$ cat config.mk
export PLATFORM = sky130hd
export DESIGN_NAME = arq_round
export DESIGN_NICKNAME = d
export VERILOG_FILES = /design/src/arq_pkg.sv /design/src/arq_round.sv
export SDC_FILE = /design/constraint.sdc
export NUM_CORES = 1
export LEC_CHECK = 0
export BUFFER_PORTS_ARGS = -buffer_cell sky130_fd_sc_hd__clkbuf_2
export CAP_MARGIN = 40
export CORE_MARGIN = 3
export CORE_UTILIZATION = 39
export DETAILED_ROUTE_END_ITERATION = 7
export PLACE_DENSITY = 0.71
export RECOVER_POWER = 50
export SLEW_MARGIN = 0
export SYNTH_ARGS = -nofsm -noshare
export SYNTH_HDL_FRONTEND = slang
export SYNTH_SLANG_ARGS = --single-unit
$ cat constraint.sdc
create_clock -name clk -period 4.7 [get_ports clk]
set_input_delay 0.94 -clock clk [delete_from_list [all_inputs] [get_ports clk]]
set_output_delay 0.94 -clock clk [all_outputs]
set_load 0.005 [all_outputs]
$ cat src/arq_pkg.sv
// ----------------------------------------------------------------------------
// arq_pkg
// Types and constants shared by the requantizer datapath.
// ----------------------------------------------------------------------------
`default_nettype none

package arq_pkg;

	typedef enum logic [1:0] {
		KIND_INT8  = 2'd0,
		KIND_UINT8 = 2'd1,
		KIND_INT16 = 2'd2,
		KIND_UINT16 = 2'd3
	} kind_t;

	localparam int CFG_INDEX_W = 3;
	localparam int CFG_DATA_W  = 32;

	localparam logic [CFG_INDEX_W-1:0] REG_SRC_SCALE = 3'd0;
	localparam logic [CFG_INDEX_W-1:0] REG_RCP_SCALE = 3'd1;
	localparam logic [CFG_INDEX_W-1:0] REG_SRC_ZP    = 3'd2;
	localparam logic [CFG_INDEX_W-1:0] REG_DST_ZP    = 3'd3;
	localparam logic [CFG_INDEX_W-1:0] REG_IN_KIND   = 3'd4;
	localparam logic [CFG_INDEX_W-1:0] REG_OUT_KIND  = 3'd5;

	localparam int VAL_W   = 16;               // raw input / output pattern
	localparam int SCALE_W = 32;
	localparam int ZP_W    = 17;
	localparam int MAG_W   = 17;               // |x - zp| < 2^17
	localparam int P1_W    = MAG_W + SCALE_W;  // first product
	localparam int SPLIT_W = 25;               // low slice of first product
	localparam int PP_LO_W = SPLIT_W + SCALE_W;
	localparam int PP_HI_W = P1_W - SPLIT_W + SCALE_W;
	localparam int PROD_W  = P1_W + SCALE_W;   // full exact product
	localparam int IP_W    = 20;               // integer part before saturation
	localparam int ACC_W   = 23;               // signed rounding accumulator

	typedef struct packed {
		logic [SCALE_W-1:0]     src_scale;
		logic [SCALE_W-1:0]     rcp_scale;
		logic signed [ZP_W-1:0] src_zp;
		logic signed [ZP_W-1:0] dst_zp;
		kind_t                  in_kind;
		kind_t                  out_kind;
	} cfg_t;

	function automatic logic signed [ACC_W-1:0] kind_min(input kind_t kind);
		logic signed [ACC_W-1:0] v;
		unique case (kind)
			KIND_INT8:  v = -ACC_W'(128);
			KIND_INT16: v = -ACC_W'(32768);
			default:    v = '0;
		endcase
		return v;
	endfunction

	function automatic logic signed [ACC_W-1:0] kind_max(input kind_t kind);
		logic signed [ACC_W-1:0] v;
		unique case (kind)
			KIND_INT8:   v = ACC_W'(127);
			KIND_UINT8:  v = ACC_W'(255);
			KIND_INT16:  v = ACC_W'(32767);
			KIND_UINT16: v = ACC_W'(65535);
			default:     v = '0;
		endcase
		return v;
	endfunction

endpackage

`default_nettype wire

$ cat src/arq_round.sv
// ----------------------------------------------------------------------------
// arq_round
// Stages 5 and 6: adds the output zero point, rounds half away from zero,
// saturates to the output type and holds the result beat.
// ----------------------------------------------------------------------------
`default_nettype none

module arq_round import arq_pkg::*; #(
	parameter int SCALE_FRAC_BITS = 20
) (
	input  wire logic              clk,
	input  wire logic              arst_n,
	input  wire cfg_t              cfg,
	input  wire logic              in_valid,
	output logic                   in_ready,
	input  wire logic              in_neg,
	input  wire logic [PROD_W-1:0] in_prod,
	output logic                   out_valid,
	input  wire logic              out_ready,
	output logic [VAL_W-1:0]       out_value
);

	localparam int PS = 2 * SCALE_FRAC_BITS;

	logic                    valid_s5, valid_s6;
	logic                    rdy_s5, rdy_s6;
	logic                    neg_s5, sat_s5, inc_s5;
	logic signed [ACC_W-1:0] acc_s5;
	logic [VAL_W-1:0]        value_s6;

	logic                    sat, f_zero, f_top, f_rest;
	logic [IP_W-1:0]         ip;
	logic signed [ACC_W-1:0] z_ext, ip_ext, acc;
	logic                    inc_ge, inc_gt;
	logic signed [ACC_W-1:0] r, lim_lo, lim_hi, r_clip;

	// value = acc + fr/one, 0 <= fr < one; inc_ge is fr >= half, inc_gt is fr > half
	always_comb begin
		sat    = |in_prod[PROD_W-1:PS+IP_W];
		ip     = in_prod[PS+IP_W-1:PS];
		f_top  = in_prod[PS-1];
		f_rest = |in_prod[PS-2:0];
		f_zero = !f_top && !f_rest;
		z_ext  = ACC_W'(cfg.dst_zp);
		ip_ext = ACC_W'(ip);
		if (!in_neg) begin
			acc    = z_ext + ip_ext;
			inc_ge = f_top;
			inc_gt = f_top && f_rest;
		end else if (f_zero) begin
			acc    = z_ext - ip_ext;
			inc_ge = 1'b0;
			inc_gt = 1'b0;
		end else begin
			acc    = z_ext - ip_ext - ACC_W'(1);
			inc_ge = !f_top || !f_rest;
			inc_gt = !f_top;
		end
	end

	always_comb begin
		r      = acc_s5 + ACC_W'(inc_s5);
		lim_lo = kind_min(cfg.out_kind);
		lim_hi = kind_max(cfg.out_kind);
		priority if (sat_s5) begin
			r_clip = neg_s5 ? lim_lo : lim_hi;
		end else if (r < lim_lo) begin
			r_clip = lim_lo;
		end else if (r > lim_hi) begin
			r_clip = lim_hi;
		end else begin
			r_clip = r;
		end
	end

	assign rdy_s6   = !valid_s6 || out_ready;
	assign rdy_s5   = !valid_s5 || rdy_s6;
	assign in_ready = rdy_s5;

	always_ff @(posedge clk or negedge arst_n) begin
		if (!arst_n) begin
			valid_s5 <= 1'b0;
			valid_s6 <= 1'b0;
		end else begin
			if (rdy_s5) valid_s5 <= in_valid;
			if (rdy_s6) valid_s6 <= valid_s5;
		end
	end

	always_ff @(posedge clk) begin
		if (rdy_s5 && in_valid) begin
			neg_s5 <= in_neg;
			sat_s5 <= sat;
			acc_s5 <= acc;
			inc_s5 <= acc[ACC_W-1] ? inc_gt : inc_ge;
		end
		if (rdy_s6 && valid_s5) begin
			if (cfg.out_kind == KIND_INT8 || cfg.out_kind == KIND_UINT8) begin
				value_s6 <= {8'd0, r_clip[7:0]};
			end else begin
				value_s6 <= r_clip[VAL_W-1:0];
			end
		end
	end

	assign out_valid = valid_s6;
	assign out_value = value_s6;

endmodule

`default_nettype wire

# Word-level counts from Yosys, hierarchy flattened
# Index checks and enable logic that the tools add are counted.
dict set report classes {
  add_sub_neg 4
  order_cmp 2
  eq_ne 3
  mux 13
  n_reduce_logical 15
}
# op n
set op_table {}
lappend op_table {{23-bit one-hot mux with 4 select lines} 1}
lappend op_table {{16-bit 2-to-1 mux} 4}
lappend op_table {{23-bit 2-to-1 mux} 2}
lappend op_table {{23-bit one-hot mux with 2 select lines} 1}
lappend op_table {{39-bit OR reduction} 1}
lappend op_table {{23-bit by 1-bit adder with 23-bit output} 1}
lappend op_table {{23-bit greater-than comparator} 1}
lappend op_table {{23-bit less-than comparator} 1}
lappend op_table {{22-bit by 2-bit subtractor with 23-bit output (second input constant)} 1}
lappend op_table {{17-bit by 21-bit adder with 22-bit output} 1}
lappend op_table {{17-bit by 21-bit subtractor with 22-bit output} 1}
lappend op_table {{21-bit OR reduction} 1}
lappend op_table {{1-bit 2-to-1 mux} 5}
lappend op_table {{2-bit == test (second input constant)} 2}
lappend op_table {{1-bit logical AND} 4}
lappend op_table {{1-bit zero test} 4}
lappend op_table {{1-bit logical OR} 4}
lappend op_table {{2-bit by 1-bit == test with 1-bit output (second input constant)} 1}
lappend op_table {{2-bit zero test} 1}
dict set report word_totals {
  regBits 44
  input_bits 188
  wordCells 45
}

# Depth between registers and ports, before layout
dict set report logic_depth {
  word_depth 6
  mapped_depth 18
}

# Least setup slack after synthesis
# Ideal clock, no wire load.
dict set report synth_path {
  path_kind {input to register}
  start {input port in_prod[42]}
  end {register acc_s5[20], data pin}
  setup_ns 0.255
  arrival_time_ns 3.892
  path_slack_ns 0.553
  stages 13
  path_buffers 2
  path_cell_list {inv_1 -> ha_1 -> buf_2 -> nor2_2 -> a211oi_2 -> a311o_1 -> a31oi_4 -> xnor2_2 -> or4_4 -> buf_6 -> or3_1 -> or3_1 -> a31o_1}
}
dict set report synth_between {
  elab_chain_len 4
  word_cells_on_any_way 5
  classes_between {add/sub: 3; mux: 2}
}
# element line_no
set synth_rtl {}
lappend synth_rtl {{from (decl)} arq_round.sv:17} ;# input wire logic [PROD_W-1:0] in_prod,
lappend synth_rtl {{17-bit by 21-bit subtractor with 22-bit output} {arq_round.sv:51, arq_round.sv:55}}
lappend synth_rtl {{22-bit by 2-bit subtractor with 23-bit output} arq_round.sv:55} ;# acc = z_ext - ip_ext - ACC_W'(1);
lappend synth_rtl {{23-bit 2-to-1 mux} arq_round.sv:50} ;# end else if (f_zero) begin
lappend synth_rtl {{23-bit 2-to-1 mux *} arq_round.sv:46} ;# if (!in_neg) begin
lappend synth_rtl {{via acc[20]} arq_round.sv:33} ;# logic signed [ACC_W-1:0] z_ext, ip_ext, acc;
lappend synth_rtl {{to (signal assigned)} arq_round.sv:94} ;# acc_s5 <= acc;
lappend synth_rtl {{to (decl)} arq_round.sv:28} ;# logic signed [ACC_W-1:0] acc_s5;
# The timed path passes the listed nets; every way through them passes the cells marked *.
# A chain may end at the register's enable or synchronous reset.

# Final worst setup path
dict set report layout_path {
  start {input port in_prod[45]}
  end {register acc_s5[20], data pin}
}
# The elaborated chain is that of the path after synthesis.

==> flow_summary.yaml <==
final_layout:
  drive_gt1_share_pct: 17.4
  nets: 1119
  fill_cells: 1457
  diodes: 0
  syn2layout_area_growth_pct: 16.6
critical_path:
  critPathMaxFanout: 12
  start_kind: "input port"
  cp_common_cell: "o21ai_0"
  critical_path_class: "in -> reg"
  slowest_delay_ns: 0.56
  crit_path_end_kind: "flip-flop"
  cp_slowest_cell: "or4_4"
  path_cells: "clkbuf_2 -> inv_1 -> ha_1 -> o21ai_0 -> o21ai_0 -> o21ai_0 -> o21ai_0 -> mux2i_1 -> or4_4 -> or3_1 -> or3_1 -> a31o_1"
  arrival_ns: 4.21
  cp.required_ns: 4.74
timing:
  timing.fmax_mhz: 240
  rsz0062_at_grt: "false"
  worstMarginPinSlew_ns: 1.54
  setup_viol: 0
  worst_slew_margin_rel_pct: -2.64
  fin_crit_sh_pct: 88.8
  slew_violations: 36
  final.setup.tns_ns: 0
  fin_crit_ns: 4.17
  finalHoldViolations: 0
  fin_skew_ns: 0.00356
yosys:
  synthCells: 734
  ys_seq_area_share_pct: 21.9
  synthTopCellsByCount: "ha_1, inv_1, a21oi_1"
  yosys_warnings: 0
  ys_ff_latch: 44
  synth_cell_type_count: 72
  mappedNetlistArea_um2: 5990
  synthArstFlopShare_pct: 4.55
  synthFlopType: "edfxtp_1"
  syn_nets: 996
  synth_edf_count: 42
  yosys.area.top_type: "edfxtp_1"
  synth.top_cell.area_share_pct: 21.0
  synth.most_common_cell: "ha_1"
  syn_area_per_cell_um2: 8.17
  synth.area.top_cells: "edfxtp_1, ha_1, xnor2_1"
global_route:
  grt_pass1_wl_mm: 23.7
  antenna_found_initial: 0
  globalRouteOverflowTotal: 0
  globalRouteTotalUtil_pct: 16.5
  grt_pass1_vias: 5253
  grt_max_degree: 36
run_status:
  violations: "max-capacitance violations, max-slew violations"
  status: "finished with violations"
routing:
  post_drt_wl_per_cell_um: 13.6
  drc: 0
  ant_nets: 0
  vias: 5667
  avgViaCountPerCell: 5.44
  drtIter0Drc: 381
  drt-total-wl_mm: 14.2
  dr.pass1.iters: 5
cts:
  postCtsHoldBufs: 0
  insertion_delay_ns: 0.28
  cts_tree: "yes"
  cts_resized: 0
  clockBufferDepth: 2
  cts-root-buf: "clkbuf_16"
  cts_setup_buffers: 0
  cts-buffers-inserted: 5
  clk_pin_slew_ns: 0.06
  cts_htree_levels: 2
  cts.sinks: 44
placed_design:
  dp_hpwl_mm: 11.9
  routabilityCongestion: 0.843
  portBuffers: 122
floorplan:
  die_area_um2: 16900
  coreArea_um2: 14800
  die_w_um: 130
  die_h_um: 130
  start_util_pct: 40.5
  io_pins: 206
  rows: 44
power:
  peakVddDrop_mv: 0.131
  p_per_area_nw_per_um2: 224
  power.leakage_nw: 3.10
  power.total_mw: 1.56
hold_path:
  hold_path_class: "in -> async"
run:
  max_cap_viol_count: 1
==> through the flow <==
step | hold slack, ns | setup WS [ns] | utilization [%] | std cells | instance area [um2]
after floorplan | 0.449 | 0.553 | - | 734 | 5990
after global placement | 0.469 | 0.246 | 46.3 | 1033 | 6860
after detailed placement | 0.479 | 0.254 | 46.4 | 1034 | 6880
after CTS | 0.428 | 0.541 | 47.4 | 1042 | 7020
after global routing | 0.432 | 0.278 | 47.2 | 1042 | 6990
final | 0.432 | 0.526 | 47.2 | 1042 | 6990
==> layer usage <==
| layer | track usage, % | vias to the layer above | part of all wire, % |
|---|---|---|---|
| met5 | 0 | - | 0 |
| met4 | 2.20 | 0 | 0.63 |
| met3 | 1.80 | 10 | 4.4 |
| met2 | 28.0 | 141 | 46 |
| met1 | 23.3 | 2565 | 49 |
| li1 | - | 2951 | - |
==> kinds of logic after synthesis <==
group	count (synthesis)	share of synthesized area (%)
AOI/OAI and AO/OA	200	22.8
xor gates and xnor gates	63	9.33
adders and majority gates	74	15.7
buffers and inverters	94	6.32
DFF	44	21.9
muxes	10	1.69
and+or+nand+nor	249	22.3
==> path summary, 6_finish.rpt <==
check                                           from  slack [ns]                           to  cells after the start
max in group asynchronous                     arst_n        4.15        out_valid$_DFFE_PN0P_                      1
worst max register to register      inc_s5$_DFFE_PP_        0.68  out_value[15]$_SDFFCE_PP0P_                     16
worst max-delay path                     in_prod[45]        0.53         acc_s5[20]$_DFFE_PP_                     12
min in group clk                valid_s5$_DFFE_PN0N_        0.49        out_valid$_DFFE_PN0P_                      1
worst min register to register  valid_s5$_DFFE_PN0N_        0.49        out_valid$_DFFE_PN0P_                      1
worst min-delay path                          arst_n        0.43         valid_s5$_DFFE_PN0N_                      1
==> worst max-delay path, delay by kind of cell <==
kind,cells,cell delay (ns)
buffers and inverters,2,0.13
multiplexers,1,0.13
adder cells (fa/ha/maj),1,0.51
AND/OR/NAND/NOR,3,1.29
AO/OA/AOI/OAI,5,1.19
==> placed cells by master, fill, tap and decap left out, types with 3 or more instances in the layout <==
master and count:
a211oi_1 8, a21o_1 30, a21oi_1 56, a221oi_1 8, a31oi_1 13, and2_1 6, and3_1 11, and4b_1 3
buf_4 21, clkbuf_1 18, clkbuf_16 5, clkbuf_2 106, edfxtp_1 42, ha_1 72, inv_1 65, mux2i_1 9
nand2_1 38, nand2b_1 13, nand3_1 21, nand3b_1 3, nand4_1 17, nand4b_1 4, nor2_1 48, nor2b_1 11
nor3_1 25, nor4_1 21, o211ai_1 3, o21a_1 5, o21ai_0 33, o21bai_1 3, o31a_1 4, o31ai_1 8
o41ai_1 3, or2_2 5, or3_1 11, or4_1 4, xnor2_1 47, xor2_1 15
==> final cells by class <==
| cell class | instances | area, um2 | area share (%) |
|---|---|---|---|
| Clock buffer | 7 | 133 | 1.90 |
| Clock inverter | 1 | 8.76 | 0.125 |
| Inverter | 66 | 248 | 3.55 |
| Multi-Input combinational cell | 596 | 4300 | 61.6 |
| Sequential cell | 44 | 1310 | 18.8 |
| Tap cell | 184 | 230 | 3.30 |
| Timing Repair Buffer | 144 | 752 | 10.8 |
==> registers in the layout, indices dropped and copies added (netlist names) <==
name	cells
out_value	16
acc_s5	23
out_valid	1
neg_s5	1
sat_s5	1
valid_s5	1
inc_s5	1
==> power by group <==
| part | internal (mW) | switching (mW) |
|---|---|---|
| sequential | 0.488 | 0.0245 |
| clock | 0.198 | 0.138 |
| combinational | 0.309 | 0.406 |
Note: power is estimated with default switching activity, not from simulation.
