<file path="config.mk">
export PLATFORM = sky130hd
export DESIGN_NAME = arq_front
export DESIGN_NICKNAME = d
export VERILOG_FILES = /design/src/arq_pkg.sv /design/src/arq_front.sv
export SDC_FILE = /design/constraint.sdc
export NUM_CORES = 1
export LEC_CHECK = 0
export ABC_AREA = 0
export BUFFER_PORTS_ARGS = -buffer_cell sky130_fd_sc_hd__buf_2
export CELL_PAD_IN_SITES_DETAIL_PLACEMENT = 1
export CELL_PAD_IN_SITES_GLOBAL_PLACEMENT = 2
export CORE_MARGIN = 2
export CORE_UTILIZATION = 22
export CTS_CLUSTER_DIAMETER = 50
export DETAILED_ROUTE_END_ITERATION = 10
export PLACE_DENSITY = 0.91
export SYNTH_ARGS = -nofsm -noshare
export SYNTH_HDL_FRONTEND = slang
export SYNTH_SLANG_ARGS = --single-unit
</file>
<file path="constraint.sdc">
create_clock -name clk -period 1.7 [get_ports clk]
set_clock_uncertainty 0.15 [all_clocks]
set_input_delay 0.085 -clock clk [delete_from_list [all_inputs] [get_ports clk]]
set_output_delay 0.085 -clock clk [all_outputs]
set_load 0.02 [all_outputs]
</file>
<file path="src/arq_pkg.sv">
// ----------------------------------------------------------------------------
// arq_pkg
// Types and constants shared by the requantizer datapath.
// ----------------------------------------------------------------------------
`default_nettype none

package arq_pkg;

	typedef enum logic [1:0] {
		KIND_INT8  = 2'd0,
		KIND_UINT8 = 2'd1,
		KIND_INT16 = 2'd2,
		KIND_UINT16 = 2'd3
	} kind_t;

	localparam int CFG_INDEX_W = 3;
	localparam int CFG_DATA_W  = 32;

	localparam logic [CFG_INDEX_W-1:0] REG_SRC_SCALE = 3'd0;
	localparam logic [CFG_INDEX_W-1:0] REG_RCP_SCALE = 3'd1;
	localparam logic [CFG_INDEX_W-1:0] REG_SRC_ZP    = 3'd2;
	localparam logic [CFG_INDEX_W-1:0] REG_DST_ZP    = 3'd3;
	localparam logic [CFG_INDEX_W-1:0] REG_IN_KIND   = 3'd4;
	localparam logic [CFG_INDEX_W-1:0] REG_OUT_KIND  = 3'd5;

	localparam int VAL_W   = 16;               // raw input / output pattern
	localparam int SCALE_W = 32;
	localparam int ZP_W    = 17;
	localparam int MAG_W   = 17;               // |x - zp| < 2^17
	localparam int P1_W    = MAG_W + SCALE_W;  // first product
	localparam int SPLIT_W = 25;               // low slice of first product
	localparam int PP_LO_W = SPLIT_W + SCALE_W;
	localparam int PP_HI_W = P1_W - SPLIT_W + SCALE_W;
	localparam int PROD_W  = P1_W + SCALE_W;   // full exact product
	localparam int IP_W    = 20;               // integer part before saturation
	localparam int ACC_W   = 23;               // signed rounding accumulator

	typedef struct packed {
		logic [SCALE_W-1:0]     src_scale;
		logic [SCALE_W-1:0]     rcp_scale;
		logic signed [ZP_W-1:0] src_zp;
		logic signed [ZP_W-1:0] dst_zp;
		kind_t                  in_kind;
		kind_t                  out_kind;
	} cfg_t;

	function automatic logic signed [ACC_W-1:0] kind_min(input kind_t kind);
		logic signed [ACC_W-1:0] v;
		unique case (kind)
			KIND_INT8:  v = -ACC_W'(128);
			KIND_INT16: v = -ACC_W'(32768);
			default:    v = '0;
		endcase
		return v;
	endfunction

	function automatic logic signed [ACC_W-1:0] kind_max(input kind_t kind);
		logic signed [ACC_W-1:0] v;
		unique case (kind)
			KIND_INT8:   v = ACC_W'(127);
			KIND_UINT8:  v = ACC_W'(255);
			KIND_INT16:  v = ACC_W'(32767);
			KIND_UINT16: v = ACC_W'(65535);
			default:     v = '0;
		endcase
		return v;
	endfunction

endpackage

`default_nettype wire

</file>
<file path="src/arq_front.sv">
// ----------------------------------------------------------------------------
// arq_front
// Stage 1: decodes the raw pattern, removes the input zero point and splits
// the difference into sign and magnitude.
// ----------------------------------------------------------------------------
`default_nettype none

module arq_front import arq_pkg::*; (
	input  wire logic             clk,
	input  wire logic             arst_n,
	input  wire cfg_t             cfg,
	input  wire logic             in_valid,
	output logic                  in_ready,
	input  wire logic [VAL_W-1:0] in_value,
	output logic                  out_valid,
	input  wire logic             out_ready,
	output logic                  neg,
	output logic [MAG_W-1:0]      mag
);

	logic                     valid_s1;
	logic                     neg_s1;
	logic [MAG_W-1:0]         mag_s1;
	logic signed [ZP_W-1:0]   x;
	logic signed [MAG_W:0]    d;
	logic [MAG_W:0]           d_abs;

	always_comb begin
		unique case (cfg.in_kind)
			KIND_INT8:   x = ZP_W'(signed'(in_value[7:0]));
			KIND_UINT8:  x = ZP_W'(in_value[7:0]);
			KIND_INT16:  x = ZP_W'(signed'(in_value));
			KIND_UINT16: x = ZP_W'(in_value);
			default:     x = '0;
		endcase
		d     = (MAG_W+1)'(x) - (MAG_W+1)'(cfg.src_zp);
		d_abs = d[MAG_W] ? (MAG_W+1)'(-d) : (MAG_W+1)'(d);
	end

	assign in_ready = !valid_s1 || out_ready;

	always_ff @(posedge clk or negedge arst_n) begin
		if (!arst_n) begin
			valid_s1 <= 1'b0;
		end else if (in_ready) begin
			valid_s1 <= in_valid;
		end
	end

	always_ff @(posedge clk) begin
		if (in_ready && in_valid) begin
			neg_s1 <= d[MAG_W];
			mag_s1 <= d_abs[MAG_W-1:0];
		end
	end

	assign out_valid = valid_s1;
	assign neg       = neg_s1;
	assign mag       = mag_s1;

endmodule

`default_nettype wire

</file>
# Word level (Yosys, flattened, before mapping)
# Cells that the tools add are included.
# word_totals
mem_bits_rw	0
input_bits	122
register_bits	19
latchBits	0
mem_bits_ro	0
n_memories	0
wordCells	14
# classes
n_bitwise	0
eq_ne	3
reduce_logical	4
n_mul	0
n_lt_le_gt_ge	0
n_mux	2
addsub	2
n_div	0
shifts	0
# op_table
cell	n
$pmux 17 s4	1
$sub 17x17->18	1
$mux 17	1
$neg 17->17	1
$eq 2x2->1 const B	2
$eq 2x1->1 const B	1
$logic_not 2->1	1
$logic_and 1x1->1	1
$logic_not 1->1	1
$logic_or 1x1->1	1

# Logic depth before layout (Yosys ltp)
# Gate-level depths: netlist (run 1).
# logic_depth
ltp_word	5
ltp_mapped	13
depth_no_buf	12

# Worst setup path before layout (run 1)
# OpenSTA, ideal clock, no wires.
# synth_timing
path_kind	input port to flip-flop
from	input cfg[3] (netlist name)
to	register mag_s1[15] (netlist: mag[15]), data pin
stages	13
t_required_ns	1.285
t_arrival_ns	2.748
setup_slack_ns	-1.463
path_buffers	2
path_cell_list	clkbuf_1 > nor3b_1 > a21o_1 > ha_1 > buf_2 > a21oi_1 > o21ai_1 > a2111oi_0 > nor3_1 > xnor2_2 > and3_1 > a41oi_1 > xor2_1
# synth_between
elab_chain_cells	5
# synth_lines
element	line	source
start, declared	arq_front.sv:11	input wire cfg_t cfg,
$eq 2x2->1, or another cell as far along	arq_front.sv:29	unique case (cfg.in_kind)
$pmux 17 s4 *	arq_front.sv:29	
$sub 17x17->18 *	arq_front.sv:36	d = (MAG_W+1)'(x) - (MAG_W+1)'(cfg.src_zp);
$neg 17->17	arq_front.sv:37	d_abs = d[MAG_W] ? (MAG_W+1)'(-d) : (MAG_W+1)'(d);
$mux 17 *	arq_front.sv:37	
via d_abs[15]	arq_front.sv:26	logic [MAG_W:0] d_abs;
end signal, assigned	arq_front.sv:53	mag_s1 <= d_abs[MAG_W-1:0];
end, declared	arq_front.sv:23	logic [MAG_W-1:0] mag_s1;
# Mark *: on every way through the listed nets, which the timed path passes. The rest lies on a longest branch. The select of a mux whose other input is x is not followed.
# A chain may end at the register's enable or synchronous reset.

# Final worst setup path (run 1)
# layout_timing
from	input in_value[7]
to	register mag_s1[4] (netlist: mag[4]), data pin
# layout_between
elab_chain_cells	3
# layout_lines
element	line	source
start, declared	arq_front.sv:14	input wire logic [VAL_W-1:0] in_value,
$pmux 17 s4	arq_front.sv:29	
$sub 17x17->18	arq_front.sv:36	
via d[17]	arq_front.sv:25	logic signed [MAG_W:0] d;
$mux 17	arq_front.sv:37	
via d_abs[4]	arq_front.sv:26	
# The timed path passes the listed nets, and every way through them passes these cells. The select of a mux whose other input is x is not followed.

==> reports/qor.yml, run 1 <==
cp_slowest_cell: "a311o_2"
gp_congestion: 0.776
dieWidth_um: 100
rows: 35
grt_pass1_vias: 2329
postRouteAntennaNets: 0
synth_seq_cells: 19
synthFlopType: "edfxtp_1"
clock_power_share: 0.111
clock-sinks: 19
hp-class: "input pin to flop"
reg2reg_slack_ps: 310
num-fill-cells: 1028
worstMarginPinSlew_ps: 427
tns_ps: -13360
cts_buffers: 3
yosysWarningCount: 0
cp.arrival_ps: 2400
worstSetupPathType: "input pin to flop"
fin_hold_ws_ps: 209
wl_per_cell_um: 14.2
max-slew-margin-rel: 0.715
final_common_cell: "buf_4"
drv_cap: 0
grt_max_degree: 19
die-area_mm2: 0.0101
p_int_uw: 1700
track_usage: 0.122
fp.coreArea_mm2: 0.00911
final_core_util: 0.418
port_buffers: 58
die_y_um: 100
seq_area_frac_synth: 0.277
area_growth_pct: 86.2
status: "finished with violations"
synthDistinctLibCells: 55
dpl.hpwl_um: 5100
end_kind: "flop"
cts_tree: "built"
setup_violations: 17
viasPerCell: 4.58
yosysTopAreaCell: "edfxtp_1"
route.detailed.drc: 0
clockRootBuffer: "clkbuf_8"
period_minus_slack_ps: 2560
netlist_instances: 230
clock_latency_ps: 250
netlist.area_leader.share: 0.265
combPwrFrac: 0.651
grt_overflow: 0
antenna_found_initial: 0
diodes: 0
final_hold_viol_count: 0
synth_edf_count: 18
p_per_area_mw_per_mm2: 717
synth_nets: 371
swShare: 0.376
syn-cell-area_mm2: 0.00204
setup_slack_ps: -857
cp_max_fo: 6
htreeDepth: 1
p_leak_uw: 0.00168
cp-start-kind: "input pin"
cp.required_ps: 1540
layout_common_cells: "buf_4, buf_2, inv_1"
ir_worst_vdd_v: 0.000252
postSynthAreaPerCell_um2: 8.88
rsz0062_at_grt: "yes"
wl_um: 6950
final-max-slew-violation-count: 0
p_sw_uw: 1020
fin_area_mm2: 0.00380
path_cells: "buf_6 -> nor3b_4 -> buf_4 -> buf_4 -> a21o_1 -> ha_2 -> inv_2 -> nand2_1 -> a21oi_2 -> a311o_2 -> a31oi_4 -> buf_12 -> buf_12 -> clkinv_8 -> o21ai_2 -> xnor2_1"
seqPwrFrac: 0.238
dpl_cell_area_mm2: 0.00313
layout-drive-gt1-share: 0.608
path_clk_slew_ps: 60
initial_core_util: 0.224
final_nets: 522
drt_pre_antenna_iters: 4
drt_iter0_drc: 41
ios: 142
clk_path_buf_depth: 2
synth.area.top_cells: "edfxtp_1, ha_1, xnor2_1"
slowest_delay_ps: 420
async_flop_share: 0.0526
grt_pass1_wl_um: 10100
vias: 2247
violations: "setup timing"
period_share: 1.50
clock.fmax_mhz: 391
-- state kept, by name, indices dropped and copies added (netlist names) --
| register | flops |
|---|---|
| mag | 17 |
| neg | 1 |
| out_valid | 1 |
-- power groups by stage --
stage | registers, uW | logic (uW) | clock network (uW)
after floorplan | 755 | 783 | 0
after global placement | 654 | 1360 | 0
after detailed placement | 659 | 1410 | 0
after CTS | 649 | 1520 | 308
after global routing | 656 | 1910 | 328
final | 648 | 1770 | 303
-- synth_stat cells (2+ instances only) --
cell,n
nor2b_1,4
nand3_1,6
o311ai_1,2
xor2_1,5
a211oi_1,3
a21o_1,10
nor2_1,20
o21ai_0,8
nor3_1,4
nand2b_1,2
a21oi_1,14
and3_1,3
and2_1,3
nand2_1,14
a41oi_1,2
inv_1,24
clkbuf_1,2
a31oi_1,5
buf_2,4
a2111oi_0,2
xnor2_1,20
o21a_1,3
nor3_4,2
ha_1,18
edfxtp_1,18
or3_1,3
-- critical path: cells and delay by family --
family,cells,cell delay (ps)
xor+xnor,1,120
fa+ha+maj,1,370
buf+inv,7,720
simple gates,2,220
compound gates,5,880
-- timing repair --
item | 4_1_cts | 5_1_grt
hold buffers | 4 | 0
setup endpoints to repair | 17 | 17
pin swaps | 31 | 45
endpoints found under the hold margin | 2 | 0
setup buffers | 6 | 14
cloned | 0 | 0
resized for setup | 30 | 55
-- layout make-up --
cell class | count | area (um^2) | share of cell area
Sequential cell | 19 | 566 | 0.149
Timing Repair Buffer | 153 | 1130 | 0.297
Multi-Input combinational cell | 179 | 1810 | 0.477
Tap cell | 111 | 139 | 0.0365
Inverter | 25 | 111 | 0.0293
Clock buffer | 4 | 45.0 | 0.0118
-- metal layers --
| metal | GRT usage | up-vias | wire [um] |
|---|---|---|---|
| li1 | - | 1124 | - |
| met1 | 0.138 | 1060 | 2740 |
| met2 | 0.231 | 48 | 3850 |
| met3 | 0.0139 | 15 | 240 |
| met4 | 0.0464 | 0 | 126 |
| met5 | 0 | - | 0 |
-- per-stage QoR --
stage	power (uW)	worst slack, ps	cells
final	2730	-857	491
after global routing	2890	-958	491
after CTS	2480	-821	477
after detailed placement	2070	-1230	463
after global placement	2010	-1140	463
after floorplan	1540	-993	230
-- cell families after synthesis --
logic type               Yosys count  synth area share
AO/OA/AOI/OAI                     66             0.243
buffers and inverters             32            0.0631
flip-flops                        19             0.277
XOR/XNOR                          27             0.123
AND/OR/NAND/NOR                   67             0.175
adder cells (fa/ha/maj)           19             0.120
-- path summary, 6_finish.rpt --
| kind | from | end | cells after the start |
|---|---|---|---|
| max reg2reg | out_valid | mag[4] | 2 |
| min | cfg[21] | mag[0] | 4 |
| min in group asynchronous | arst_n | out_valid | 3 |
| min reg2reg | out_valid | mag[15] | 2 |
| max in group asynchronous | arst_n | out_valid | 3 |
| max | in_value[7] | mag[4] | 16 |
No activity file was read; power rests on OpenSTA's default activity.
==> inputs of run 2 (changes only) <==
Settings changed: PLACE_DENSITY 0.91 to 0.83, SETUP_SLACK_MARGIN set to 0.05.
==> reports/qor.yml, run 2 (same netlist as run 1, synthesis figures left out) <==
setup_slack_ps: -816
fin_area_mm2: 0.00375
p_per_area_mw_per_mm2: 717
dieWidth_um: 100
clockRootBuffer: "clkbuf_8"
dpl.hpwl_um: 4940
die_y_um: 100
port_buffers: 58
final_core_util: 0.412
r2r_start: "out_valid"
viasPerCell: 4.52
final-max-slew-violation-count: 0
layout-drive-gt1-share: 0.597
violations: "setup timing"
cp.required_ps: 1550
cp_max_fo: 7
initial_core_util: 0.224
cp.arrival_ps: 2360
drv_cap: 0
hp-class: "input pin to flop"
final_hold_viol_count: 0
dpl_cell_area_mm2: 0.00315
drt_pre_antenna_iters: 4
min_to: "mag[0]"
clock_latency_ps: 250
hp-start: "cfg[21]"
worstSetupPathType: "input pin to flop"
wl_um: 6390
grt_max_degree: 19
layout_common_cells: "buf_4, buf_2, inv_1, edfxtp_1, xnor2_1"
r2r_cells: 2
rsz0062_at_grt: "yes"
cp-start-kind: "input pin"
rows: 35
track_usage: 0.118
grt_overflow: 0
p_leak_uw: 0.00169
multiInputGateArea_mm2: 0.00179
cp_slowest_cell: "a2111oi_4"
diodes: 0
vias: 2206
power.total_uw: 2690
num-fill-cells: 1068
worstMarginPinSlew_ps: 409
slowest_delay_ps: 360
gp_congestion: 0.803
fp.coreArea_mm2: 0.00911
period_minus_slack_ps: 2520
wl_per_cell_um: 13.1
route.detailed.drc: 0
clock.fmax_mhz: 397
largest_reg_flops: 17
tns_ps: -12250
htreeDepth: 1
drt_iter0_drc: 45
timing.rr.end: "mag[4]"
whs_path_depth: 4
ios: 142
ir_worst_vdd_v: 0.000248
period_share: 1.48
area_growth_pct: 83.7
postRouteAntennaNets: 0
reg2reg_slack_ps: 300
clk_path_buf_depth: 2
path_cells: "buf_8 -> nor3b_4 -> a21o_1 -> ha_4 -> buf_6 -> nor4b_4 -> a2111oi_4 -> o311ai_4 -> nor3_4 -> a41oi_1 -> xnor2_1"
final_nets: 519
antenna_found_initial: 0
clock-sinks: 19
final_common_cell: "buf_4"
status: "finished with violations"
die-area_mm2: 0.0101
max-slew-margin-rel: 0.727
end_kind: "flop"
cts_tree: "built"
path_clk_slew_ps: 70
setup_violations: 17
seq_area_um2: 566
grt_pass1_vias: 2315
cts_buffers: 3
grt_pass1_wl_um: 9960
[run 2: cell count changes in the layout (fill, tap and decap cells not counted), sizes merged]
| cell | change |
|---|---|
| buf | -4 |
| clkbuf | +1 |
| clkinv | -1 |
| inv | +1 |
[run 2: how the worst max path moves through the flow]
| stage | from | end | cells after the start |
|---|---|---|---|
| detailed placement | in_value[0] | mag[15] | 13 |
| floorplan | cfg[3] | mag[15] | 12 |
| finish | cfg[2] | mag[13] | 11 |
| CTS | cfg[3] | mag[15] | 11 |
| global placement | in_value[0] | mag[15] | 13 |
| global route | cfg[2] | mag[13] | 11 |
[run 2: area by class of cell]
type                    count  share of cell area
inverters                  25              0.0283
multi-input cells         179               0.478
flip-flops and latches     19               0.151
repair buffers            150               0.294
well taps                 111              0.0370
clock buffers               4              0.0120
[run 2: worst max-delay path: cells and delay by family]
family,cells,cell delay [ps]
fa+ha+maj,1,230
buf+inv,2,220
compound gates,4,900
simple gates,3,740
xor+xnor,1,170
[run 2: what timing repair did]
action | in CTS | in global routing
hold buffers | 4 | 0
endpoints found under the hold margin | 2 | 0
pin swaps | 27 | 30
resized for setup | 26 | 47
setup buffers | 10 | 5
cloned | 0 | 1
endpoints found under the setup margin | 17 | 17
[run 2: per-layer routing]
| layer | routed length [um] | GRT usage | vias to the layer above |
|---|---|---|---|
| met5 | 0 | 0 | - |
| met4 | 63 | 0.0221 | 0 |
| met3 | 213 | 0.0118 | 11 |
| met2 | 3450 | 0.231 | 42 |
| met1 | 2660 | 0.139 | 1036 |
| li1 | - | - | 1117 |
[run 2: through the flow]
step	hold slack (ps)	worst slack, ps	std cells
after floorplan	-361	-993	230
final	209	-816	488
after detailed placement	-289	-1210	464
after global placement	-291	-1160	464
after CTS	199	-819	482
after global routing	216	-962	488
[run 2: report_power, final]
part           internal (uW)  switching, uW
Clock                    166            130
Combinational            900            850
Sequential               632           13.6
Total                   1700            993
